--- config.mk ---
export PLATFORM = sky130hd
export DESIGN_NAME = tli_div
export DESIGN_NICKNAME = d
export VERILOG_FILES = /design/src/rtl/tli_pkg.sv /design/src/rtl/tli_div.sv
export SDC_FILE = /design/constraint.sdc
export NUM_CORES = 1
export LEC_CHECK = 0
export ABC_AREA = 1
export BUFFER_PORTS_ARGS = -buffer_cell sky130_fd_sc_hd__buf_2
export CAP_MARGIN = 20
export CORE_MARGIN = 2
export CORE_UTILIZATION = 35
export CTS_CLUSTER_DIAMETER = 40
export DETAILED_ROUTE_END_ITERATION = 8
export MAX_ROUTING_LAYER = met4
export PLACE_DENSITY_LB_ADDON = 0.15
export RECOVER_POWER = 25
export SLEW_MARGIN = 20
export SYNTH_ARGS = -nofsm -noshare
export SYNTH_HDL_FRONTEND = slang
export SYNTH_SLANG_ARGS = --single-unit
--- constraint.sdc ---
create_clock -name clk -period 3.3 [get_ports clk]
set_clock_uncertainty 0.1 [all_clocks]
set_input_delay 0.33 -clock clk [delete_from_list [all_inputs] [get_ports clk]]
set_output_delay 0.33 -clock clk [all_outputs]
set_load 0.05 [all_outputs]
--- src/rtl/tli_pkg.sv ---
package tli_pkg;

	localparam int WORDS = 20;
	localparam int DEF_MAX_POINTS = 256;
	localparam int PADDR_W = 3;

	localparam logic [1:0] CMD_LOAD  = 2'd0;
	localparam logic [1:0] CMD_START = 2'd1;
	localparam logic [1:0] CMD_SEEN  = 2'd2;
	localparam logic [1:0] CMD_TICK  = 2'd3;

	localparam logic REG_LOOK_AHEAD = 1'b0;
	localparam logic REG_TIMEOUT    = 1'b1;

	localparam logic [15:0] DEF_LOOK_AHEAD = 16'd200;
	localparam logic [31:0] DEF_TIMEOUT    = 32'd5000;

	localparam logic [4:0] W_TIME  = 5'd0;
	localparam logic [4:0] W_FIRST = 5'd1;
	localparam logic [4:0] W_QX    = 5'd4;
	localparam logic [4:0] W_QW    = 5'd7;
	localparam logic [4:0] W_LAST  = 5'd19;

	localparam logic [16:0] ONE_Q16 = 17'h10000;

	localparam int DIV_RW = 34;
	localparam int DIV_DW = 33;
	localparam int DIV_QW = 31;
	localparam logic [4:0] ALPHA_STEPS = 5'd17;
	localparam logic [4:0] NORM_STEPS  = 5'd31;

	typedef struct packed {
		logic              start;
		logic [4:0]        steps;
		logic [DIV_RW-1:0] num;
		logic [DIV_DW-1:0] den;
	} div_req_t;

	typedef struct packed {
		logic              done;
		logic              busy;
		logic [DIV_QW-1:0] quo;
	} div_rsp_t;

	function automatic logic signed [31:0] sat32(input logic signed [63:0] v);
		logic signed [31:0] r;
		if (v > 64'sd2147483647) begin
			r = 32'sh7fffffff;
		end else if (v < -64'sd2147483648) begin
			r = 32'sh80000000;
		end else begin
			r = v[31:0];
		end
		return r;
	endfunction

endpackage

--- src/rtl/tli_div.sv ---
module tli_div import tli_pkg::*; (
	input  logic     clk,
	input  logic     arst_n,
	input  div_req_t req,
	output div_rsp_t rsp
);

	logic              busy_q;
	logic              done_q;
	logic [4:0]        cnt_q;
	logic [DIV_RW-1:0] r_q;
	logic [DIV_DW-1:0] d_q;
	logic [DIV_QW-1:0] q_q;
	logic              ge;
	logic [DIV_RW-1:0] rs;

	// Restoring step: one quotient bit per cycle, remainder doubled after.
	always_comb begin
		ge = (r_q >= DIV_RW'(d_q));
		rs = ge ? DIV_RW'(r_q - DIV_RW'(d_q)) : r_q;
	end

	always_ff @(posedge clk or negedge arst_n) begin
		if (!arst_n) begin
			busy_q <= 1'b0;
			done_q <= 1'b0;
			cnt_q  <= '0;
		end else begin
			done_q <= 1'b0;
			if (req.start) begin
				busy_q <= 1'b1;
				cnt_q  <= req.steps;
			end else if (busy_q) begin
				cnt_q <= cnt_q - 5'd1;
				if (cnt_q == 5'd1) begin
					busy_q <= 1'b0;
					done_q <= 1'b1;
				end
			end
		end
	end

	always_ff @(posedge clk) begin
		if (req.start) begin
			r_q <= req.num;
			d_q <= req.den;
			q_q <= '0;
		end else if (busy_q) begin
			r_q <= {rs[DIV_RW-2:0], 1'b0};
			q_q <= {q_q[DIV_QW-2:0], ge};
		end
	end

	assign rsp.done = done_q;
	assign rsp.busy = busy_q;
	assign rsp.quo  = q_q;

endmodule

Word level (Yosys, flattened, before mapping):

Cells that the tools add are included.

* register bits after elaboration: 105
* latch bits: 0
* memory bits (writable): 0
* memory bits (read-only): 0
* input port bits: 75
* output and inout bits: 33
* word-level logic and storage cells: 22
* memories: 0

* add/sub/neg operators: 2
* multipliers: 0
* divide/modulo/power cells: 0
* magnitude comparators: 1
* equal/unequal tests: 1
* shift operators: 0
* multiplexer cells: 11
* bitwise operators: 0
* reductions and logical operators: 1

Operators with widths (number)
* 2-to-1 mux 34 bit: 2
* greater-or-equal comparator 34 x 33 -> 1 bit: 1
* 2-to-1 mux 33 bit: 1
* subtractor 33 bit: 1
* 2-to-1 mux 5 bit: 2
* 2-to-1 mux 1 bit: 6
* == test 5 x 1 -> 1 bit (second input constant): 1
* subtractor 5 x 1 -> 5 bit (second input constant): 1
* nonzero test 2 bit: 1

Logic depth before layout (Yosys ltp):

Gate-level depths: netlist of run 1.

* word-level depth: 4
* depth in mapped cells: 17
* mapped depth without buffers: 17

Worst setup path after synthesis of run 1:

Ideal clock, no wire load.

* kind: input -> register
* start: input port req[72] (netlist name)
* end: register r_q[0] (enable)
* library setup time: 412 ps
* data arrival time: 1872 ps
* data required time: 2788 ps
* setup slack: 916 ps
* stages: 4
* path buffers: 2
* cell sequence: clkbuf_1 > nor2_1 > clkinv_1 > clkbuf_1

* word-level cells in the longest chain between the ends: 1

RTL lines
* start, declared: line tli_div.sv:4 `input div_req_t req,`
* nonzero test 2 bit (no line)
* end signal, assigned: line tli_div.sv:45 `r_q <= req.num;`
* end signal, assigned: line tli_div.sv:49 `r_q <= {rs[DIV_RW-2:0], 1'b0};`
* end, declared: line tli_div.sv:11 `logic [DIV_RW-1:0] r_q;`

No other way between the ends.
A chain may end at the register's enable or synchronous reset.

Final worst setup path of run 1:

* start: register r_q[23]
* end: register r_q[3], data pin

* word-level cells in the longest chain between the ends: 4

RTL lines
* greater-or-equal comparator 34 x 33 -> 1 bit: line tli_div.sv:19 `ge = (r_q >= DIV_RW'(d_q));`
* 2-to-1 mux 33 bit: line tli_div.sv:20 `rs = ge ? DIV_RW'(r_q - DIV_RW'(d_q)) : r_q;`
* 2-to-1 mux 34 bit: line tli_div.sv:48 `end else if (busy_q) begin`
* 2-to-1 mux 34 bit: line tli_div.sv:44 `if (req.start) begin`

No other way between the ends. The select of a mux whose other input is x is not followed.

==> impl_metrics.env, run 1 <==
export IMPL_status="finished, violations left"
export IMPL_violations="max-capacitance violations, max-slew violations"
export IMPL_worstMarginPinSlew_ns=1.764
export IMPL_grt_antenna_before_repair=0
export IMPL_core_area_sq_um=19530
export IMPL_fp_dieW_um=145.1
export IMPL_post_route_period_util=0.8235
export IMPL_root_buffer="clkbuf_16"
export IMPL_final_nets=1192
export IMPL_postCtsResizedCells=0
export IMPL_setup_viol=0
export IMPL_cts_tree="done"
export IMPL_ys_warn_count=0
export IMPL_synth_area_top_cells="edfxtp_1 29%, nand2_1 19%, inv_1 11%"
export IMPL_yosysTopAreaCell="edfxtp_1"
export IMPL_gp_congestion=0.9079
export IMPL_area_delta_synth_final_pct=15.94
export IMPL_cp_max_fo=34
export IMPL_synth_commonest_cells="361 x nand2_1, 198 x inv_1, 67 x edfxtp_1, 59 x nand3_1, 46 x nor2_1"
export IMPL_fin_cells=1351
export IMPL_row_count=51
export IMPL_critPathLaunchType="register"
export IMPL_clk_pin_slew_worst_paths_ns=0.08
export IMPL_power_density_nw_per_um2=818.9
export IMPL_synth_area_sq_um=6970
export IMPL_cts_made_buffers=9
export IMPL_grt_pass1_vias=6236
export IMPL_drv_slew=35
export IMPL_dpl_hpwl_um=14060
export IMPL_maxCapViolations=1
export IMPL_grt_use_total=0.1843
export IMPL_synthXorXnorAreaFrac=0.02136
export IMPL_chipHeight_um=145.1
export IMPL_cts_sinks=105
export IMPL_final_min_clock_period_ns=2.717
export IMPL_initial_core_util=0.3570
export IMPL_drt_iter0_drc=289
export IMPL_p_leak_nw=4.254
export IMPL_synth_top_family_by_area="simple AND/OR/NAND/NOR gates"
export IMPL_end_kind="register"
export IMPL_drive_gt1_frac=0.1317
export IMPL_critPathRequiredTime_ns=3.31
export IMPL_irDropWorstVdd_uv=343.6
export IMPL_globalRoute_totalOverflow=0
export IMPL_final_setup_tns_ns=0
export IMPL_synthMuxAreaShare=0
export IMPL_grt_max_degree=69
export IMPL_io_pins=108
export IMPL_rsz0062_at_grt="false"
export IMPL_synth_compound_area_frac=0.05008
export IMPL_ant_nets=0
export IMPL_seq_area_frac_synth=0.4028
export IMPL_dieArea_sq_um=21060
export IMPL_synth_top_area_share=0.2886
export IMPL_yosysUniqueCellTypes=35
export IMPL_ys_ff_latch=105
export IMPL_syn_nets=1090
export IMPL_finalHoldViolCount=0
export IMPL_placed_cells=1334
export IMPL_syn_inst=979
export IMPL_worstPathArrival_ns=2.73
export IMPL_antenna_cells=0
export IMPL_drt_first_pass_iters=5
export IMPL_synthArstFlopShare=0.06667
export IMPL_synth_edff_count=67
export IMPL_route_detailed_drc=0
export IMPL_hold_path_class="input pin to register"
export IMPL_crit_type="register to register"
export IMPL_worst_slack_ns=0.5825
export IMPL_syn_area_per_cell_sq_um=7.120
export IMPL_synth_simple_area_share=0.3306
export IMPL_h_tree_depth=3
export IMPL_synth_adder_area_share=0.06570
export IMPL_wl_per_cell_um=13.65
export IMPL_io_buffers=107
export IMPL_via_count=6074
export IMPL_grt_first_pass_wirelength_um=30800
export IMPL_place_ws_ns=0.6318
export IMPL_via_per_inst=4.496
export IMPL_drt_wl_total_um=18440
export IMPL_worst_skew_pair_late_latency_ns=0.37
export IMPL_synth_most_common_cell="nand2_1"
export IMPL_fin_total_pwr_mw=6.618
export IMPL_cts_max_path_buffers=2
export IMPL_fmaxAchievable_ghz=0.3680
export IMPL_synthFlopType="edfxtp_1"
export IMPL_maxSlewHeadroom=-0.1757
power by group:
part	switching (mW)	internal (mW)
logic	2.34	1.28
clock network	0.566	0.558
registers	0.143	1.73
total	3.05	3.57
kinds of logic (layout without fill, tap and decap cells):
group / count (synthesis) / in the layout
flip-flops: 105 / 105
adder cells (fa/ha/maj): 36 / 36
buffers and inverters: 230 / 337
XOR/XNOR: 17 / 17
AO/OA/AOI/OAI: 58 / 58
AND/OR/NAND/NOR: 533 / 533
worst max-delay path, cell delays in order (launching register included):
cell and delay, ns:
edfxtp_1 0.46, ha_1 0.42, nand2_1 0.12, nor2_1 0.22
nand2_1 0.12, nor2_2 0.11, nand2_1 0.07, nand3_2 0.09
nor2_4 0.07, nand2_4 0.34, o21ai_0 0.16, nand3_1 0.10
nand2_1 0.07
per-layer routing:
layer	wire [um]	up-vias	share of wire	global-route usage
li1	-	3248	-	-
met1	9186	2669	0.50	0.2462
met2	8056	144	0.44	0.2869
met3	973	13	0.053	0.04340
met4	223	0	0.012	0.03922
met5	0	-	0	-
timing repair:
item                                   in CTS  in global routing
endpoints found under the hold margin       7                  0
hold buffers                                1                  0
buffers inserted                            0                  0
registers in the layout, summed over array words and instances, names as in the netlist:
register,flops
d_q,33
r_q,34
done_q,1
cnt_q,5
busy_q,1
q_q,31
placed cells by master (no fill, tap or decap), types with 14 or more instances in the layout:
cell type | netlist | routed
dfxtp_1 | 31 | 31
nor2_1 | 46 | 46
nand3b_1 | 39 | 39
nand2_1 | 361 | 361
o22ai_1 | 29 | 29
buf_2 | 7 | 104
ha_1 | 35 | 35
a21oi_1 | 17 | 17
nand3_1 | 59 | 59
edfxtp_1 | 67 | 67
xnor2_1 | 14 | 14
inv_1 | 198 | 198
metrics by stage:
stage / instance area (sq um) / hold WS [ns] / util
global route: 8082 / 0.01918 / 0.4139
CTS: 8092 / 0.01604 / 0.4144
floorplan: 6970 / -0.06559 / -
detailed placement: 7777 / 0.07635 / 0.3983
global placement: 7777 / 0.07823 / 0.3983
finish: 8082 / 0.03128 / 0.4139
area by class of cell:
cell class / instances / area [sq um]
clock buffers: 10 / 239.0
clock inverters: 6 / 65.06
fillers: 2149 / 11440
inverters: 205 / 769.5
multi-input cells: 644 / 3261
flip-flops and latches: 105 / 2808
well taps: 265 / 331.6
repair buffers: 116 / 608.1
final timing paths:
kind                               from  endpoint  slack, ns  cells after the start
worst max-delay path            r_q[23]    r_q[3]       0.58                     12
worst min-delay path             req[9]    d_q[9]       0.03                      1
worst max register to register  r_q[23]    r_q[3]       0.58                     12
worst min register to register  q_q[30]   q_q[30]       0.37                      2
max in group asynchronous        arst_n  cnt_q[0]       2.50                      2
min in group asynchronous        arst_n  cnt_q[2]       0.30                      2
Note: power is estimated with default switching activity, not from simulation.
==> run 2: changes to the inputs <==
- ABC_AREA: 1 -> 0
- clock period: 3.3 -> 2.77 ns (I/O delays scaled with it)
==> run 2 against run 1 <==
Against the previous run:
- the flow finishes with violations (negative setup slack)
- power grew 41%
- worst setup slack lost 0.94 ns
- die area shrank 9.5%
- wire length shrank 7.6%
- sequential power grew 21%
- critical endpoint is now r_q[26]
- largest cell class unchanged
==> impl_metrics.env, run 2 <==
export IMPL_status="finished, violations left"
export IMPL_violations="negative setup slack"
export IMPL_cpLargestDelayFamily="compound AO/OA/AOI/OAI gates"
export IMPL_io_pins=108
export IMPL_core_area_sq_um=17780
export IMPL_ys_ff_latch=105
export IMPL_p_sw_mw=3.634
export IMPL_fin_util=0.5051
export IMPL_syn_nets=732
export IMPL_rsz0062_at_grt="true"
export IMPL_maxCapViolations=0
export IMPL_setup_viol=34
export IMPL_h_tree_depth=3
export IMPL_drv_slew=0
export IMPL_multi_input_area_sq_um=3349
export IMPL_post_route_period_util=1.131
export IMPL_synth_most_common_cell="edfxtp_1"
export IMPL_globalRoute_totalOverflow=0
export IMPL_chipHeight_um=138.1
export IMPL_crit_type="register to register"
export IMPL_ant_nets=0
export IMPL_largest_reg_flops=34
export IMPL_ys_warn_count=0
export IMPL_yosysTopAreaCell="edfxtp_1"
export IMPL_via_count=5586
export IMPL_min_delay_start="req[68]"
export IMPL_critPathLaunchType="register"
export IMPL_row_count=49
export IMPL_p_seq_frac=0.242
export IMPL_gp_congestion=0.8871
export IMPL_io_buffers=107
export IMPL_regMostFlops="r_q"
export IMPL_switching_share=0.3885
export IMPL_power_internal_mw=5.719
export IMPL_dieArea_sq_um=19060
export IMPL_layout_cells_most_common="buf_4"
export IMPL_fp_dieW_um=138.1
export IMPL_cts_max_path_buffers=2
export IMPL_drt_first_pass_iters=5
export IMPL_synth_area_sq_um=6291
export IMPL_final_cell_area_sq_um=8980
export IMPL_syn_inst=621
export IMPL_place_ws_ns=-0.4501
export IMPL_grt_first_pass_wirelength_um=27930
export IMPL_syn_area_per_cell_sq_um=10.13
export IMPL_cts_sinks=105
export IMPL_cp_max_fo=10
export IMPL_initial_core_util=0.3538
export IMPL_seq_area_frac_synth=0.4463
export IMPL_cp_buffers_inverters=3
export IMPL_drive_gt1_frac=0.3390
export IMPL_final_nets=988
export IMPL_wl_per_cell_um=15.33
export IMPL_p_clk_frac=0.146
export IMPL_hold_path_class="input pin to register"
export IMPL_grt_max_degree=53
export IMPL_regArea_sq_um=2809
export IMPL_fillers=1698
export IMPL_drt_iter0_drc=295
export IMPL_grt_pass1_vias=5692
export IMPL_comb_power_share=0.611
export IMPL_antenna_cells=0
export IMPL_root_buffer="clkbuf_16"
export IMPL_yosysUniqueCellTypes=65
export IMPL_cts_made_buffers=9
export IMPL_grt_use_total=0.1835
export IMPL_critPathRequiredTime_ns=2.80
export IMPL_synth_area_top_cells="edfxtp_1 32%, dfxtp_1 9.9%, ha_1 7.0%"
export IMPL_final_min_clock_period_ns=3.132
export IMPL_worst_skew_pair_late_latency_ns=0.36
export IMPL_reg_top3="r_q x34, d_q x33, q_q x31"
export IMPL_worstMarginPinSlew_ns=0.7068
export IMPL_cts_tree="done"
export IMPL_area_delta_synth_final_pct=42.74
export IMPL_power_density_nw_per_um2=1041
export IMPL_cp_cell_sequence="ha_4 > inv_2 > fa_2 > a21o_1 > a221oi_4 > or4_4 > a21oi_4 > o21ba_4 > a41oi_4 > buf_12 > buf_4 > a22oi_1 > a21bo_2"
export IMPL_cp_slowest_cell="or4_4"
export IMPL_worstPathArrival_ns=3.16
export IMPL_via_per_inst=5.028
export IMPL_synth_top_area_share=0.3198
export IMPL_grt_antenna_before_repair=0
export IMPL_finalHoldViolCount=0
export IMPL_dpl_instance_area_sq_um=7915
export IMPL_worst_slack_ns=-0.3619
export IMPL_irDropWorstVdd_uv=475.2
export IMPL_p_leak_nw=4.258
export IMPL_synth_commonest_cells="67 x edfxtp_1, 55 x nand2_1, 51 x nor2_1, 41 x inv_1"
export IMPL_clk_pin_slew_worst_paths_ns=0.09
export IMPL_route_detailed_drc=0
export IMPL_synth_edff_count=67
export IMPL_synthFlopType="edfxtp_1"
export IMPL_crit_path_max_incr_delay_ns=0.51
export IMPL_fmaxAchievable_ghz=0.3193
export IMPL_maxSlewHeadroom=0.5226
export IMPL_end_kind="register"
export IMPL_timing_rr_start="d_q[0]"
export IMPL_drt_wl_total_um=17030
export IMPL_final_cell_mix="120 x buf_4, 104 x buf_2, 67 x edfxtp_1"
export IMPL_synthArstFlopShare=0.06667
export IMPL_dpl_hpwl_um=12390
export IMPL_cp_startpoint="d_q[0]"
## run 2: stage by stage
step / power (mW) / TNS (ns) / instances / hold slack [ns]
floorplan: 5.142 / -6.400 / 621 / -0.1186
global placement: 7.122 / -9.905 / 1043 / 0.01316
detailed placement: 7.197 / -11.95 / 1043 / 0.02062
CTS: 9.247 / -10.64 / 1108 / 0.01090
global route: 9.995 / -13.91 / 1111 / 0.03169
finish: 9.352 / -9.891 / 1111 / 0.01904
## run 2: what timing repair did
action                                  in CTS  in global routing
hold buffers                                34                  0
buffers inserted                            12                  4
cloned                                       3                  1
endpoints found under the setup margin      34                 34
endpoints found under the hold margin       40                  0
pin swaps                                   26                 14
gates resized for setup                     29                 20
## run 2: power groups by stage
stage          registers, mW  logic [mW]  clock network [mW]
2_1_floorplan           2.28        2.86                   0
3_3_place_gp            2.30        4.83                   0
3_5_place_dp            2.30        4.89                   0
4_1_cts                 2.27        5.56                1.41
5_1_grt                 2.31        6.21                1.47
6_report                2.27        5.72                1.37
## run 2: final cells by class
| type | instances | share of cell area |
|---|---|---|
| clock buffers | 9 | 0.02508 |
| clock inverters | 7 | 0.01045 |
| well taps | 229 | 0.03191 |
| flip-flops and latches | 105 | 0.3128 |
| multi-input cells | 443 | 0.3730 |
| repair buffers | 277 | 0.2296 |
| inverters | 41 | 0.01714 |
## run 2: worst min-delay path, stage by stage
cell     delay [ns]
buf_2          0.08
nand2_1        0.04
o21ai_0        0.06
## run 2: cell families after synthesis
kind of cell,Yosys count,synth area share
AO/OA/AOI/OAI,146,0.1720
adder cells (fa/ha/maj),36,0.07279
buffers and inverters,73,0.04992
flip-flops,105,0.4463
XOR/XNOR,33,0.04594
AND/OR/NAND/NOR,191,0.1537
multiplexers,37,0.05927
## run 2: final timing paths
check / endpoint / slack, ns / cells after the start
worst max-delay path: r_q[26] / -0.36 / 13
worst min-delay path: cnt_q[1] / 0.02 / 3
worst max register to register: r_q[26] / -0.36 / 13
worst min register to register: q_q[22] / 0.42 / 2
max in group asynchronous: busy_q / 2.05 / 2
min in group asynchronous: cnt_q[1] / 0.23 / 2
## run 2: layer usage
| metal | GRT usage | vias to the layer above | part of all wire |
|---|---|---|---|
| met3 | 0.03014 | 16 | 0.041 |
| li1 | - | 2792 | - |
| met5 | - | - | 0 |
| met4 | 0.05478 | 0 | 0.015 |
| met1 | 0.2346 | 2661 | 0.48 |
| met2 | 0.3007 | 117 | 0.47 |
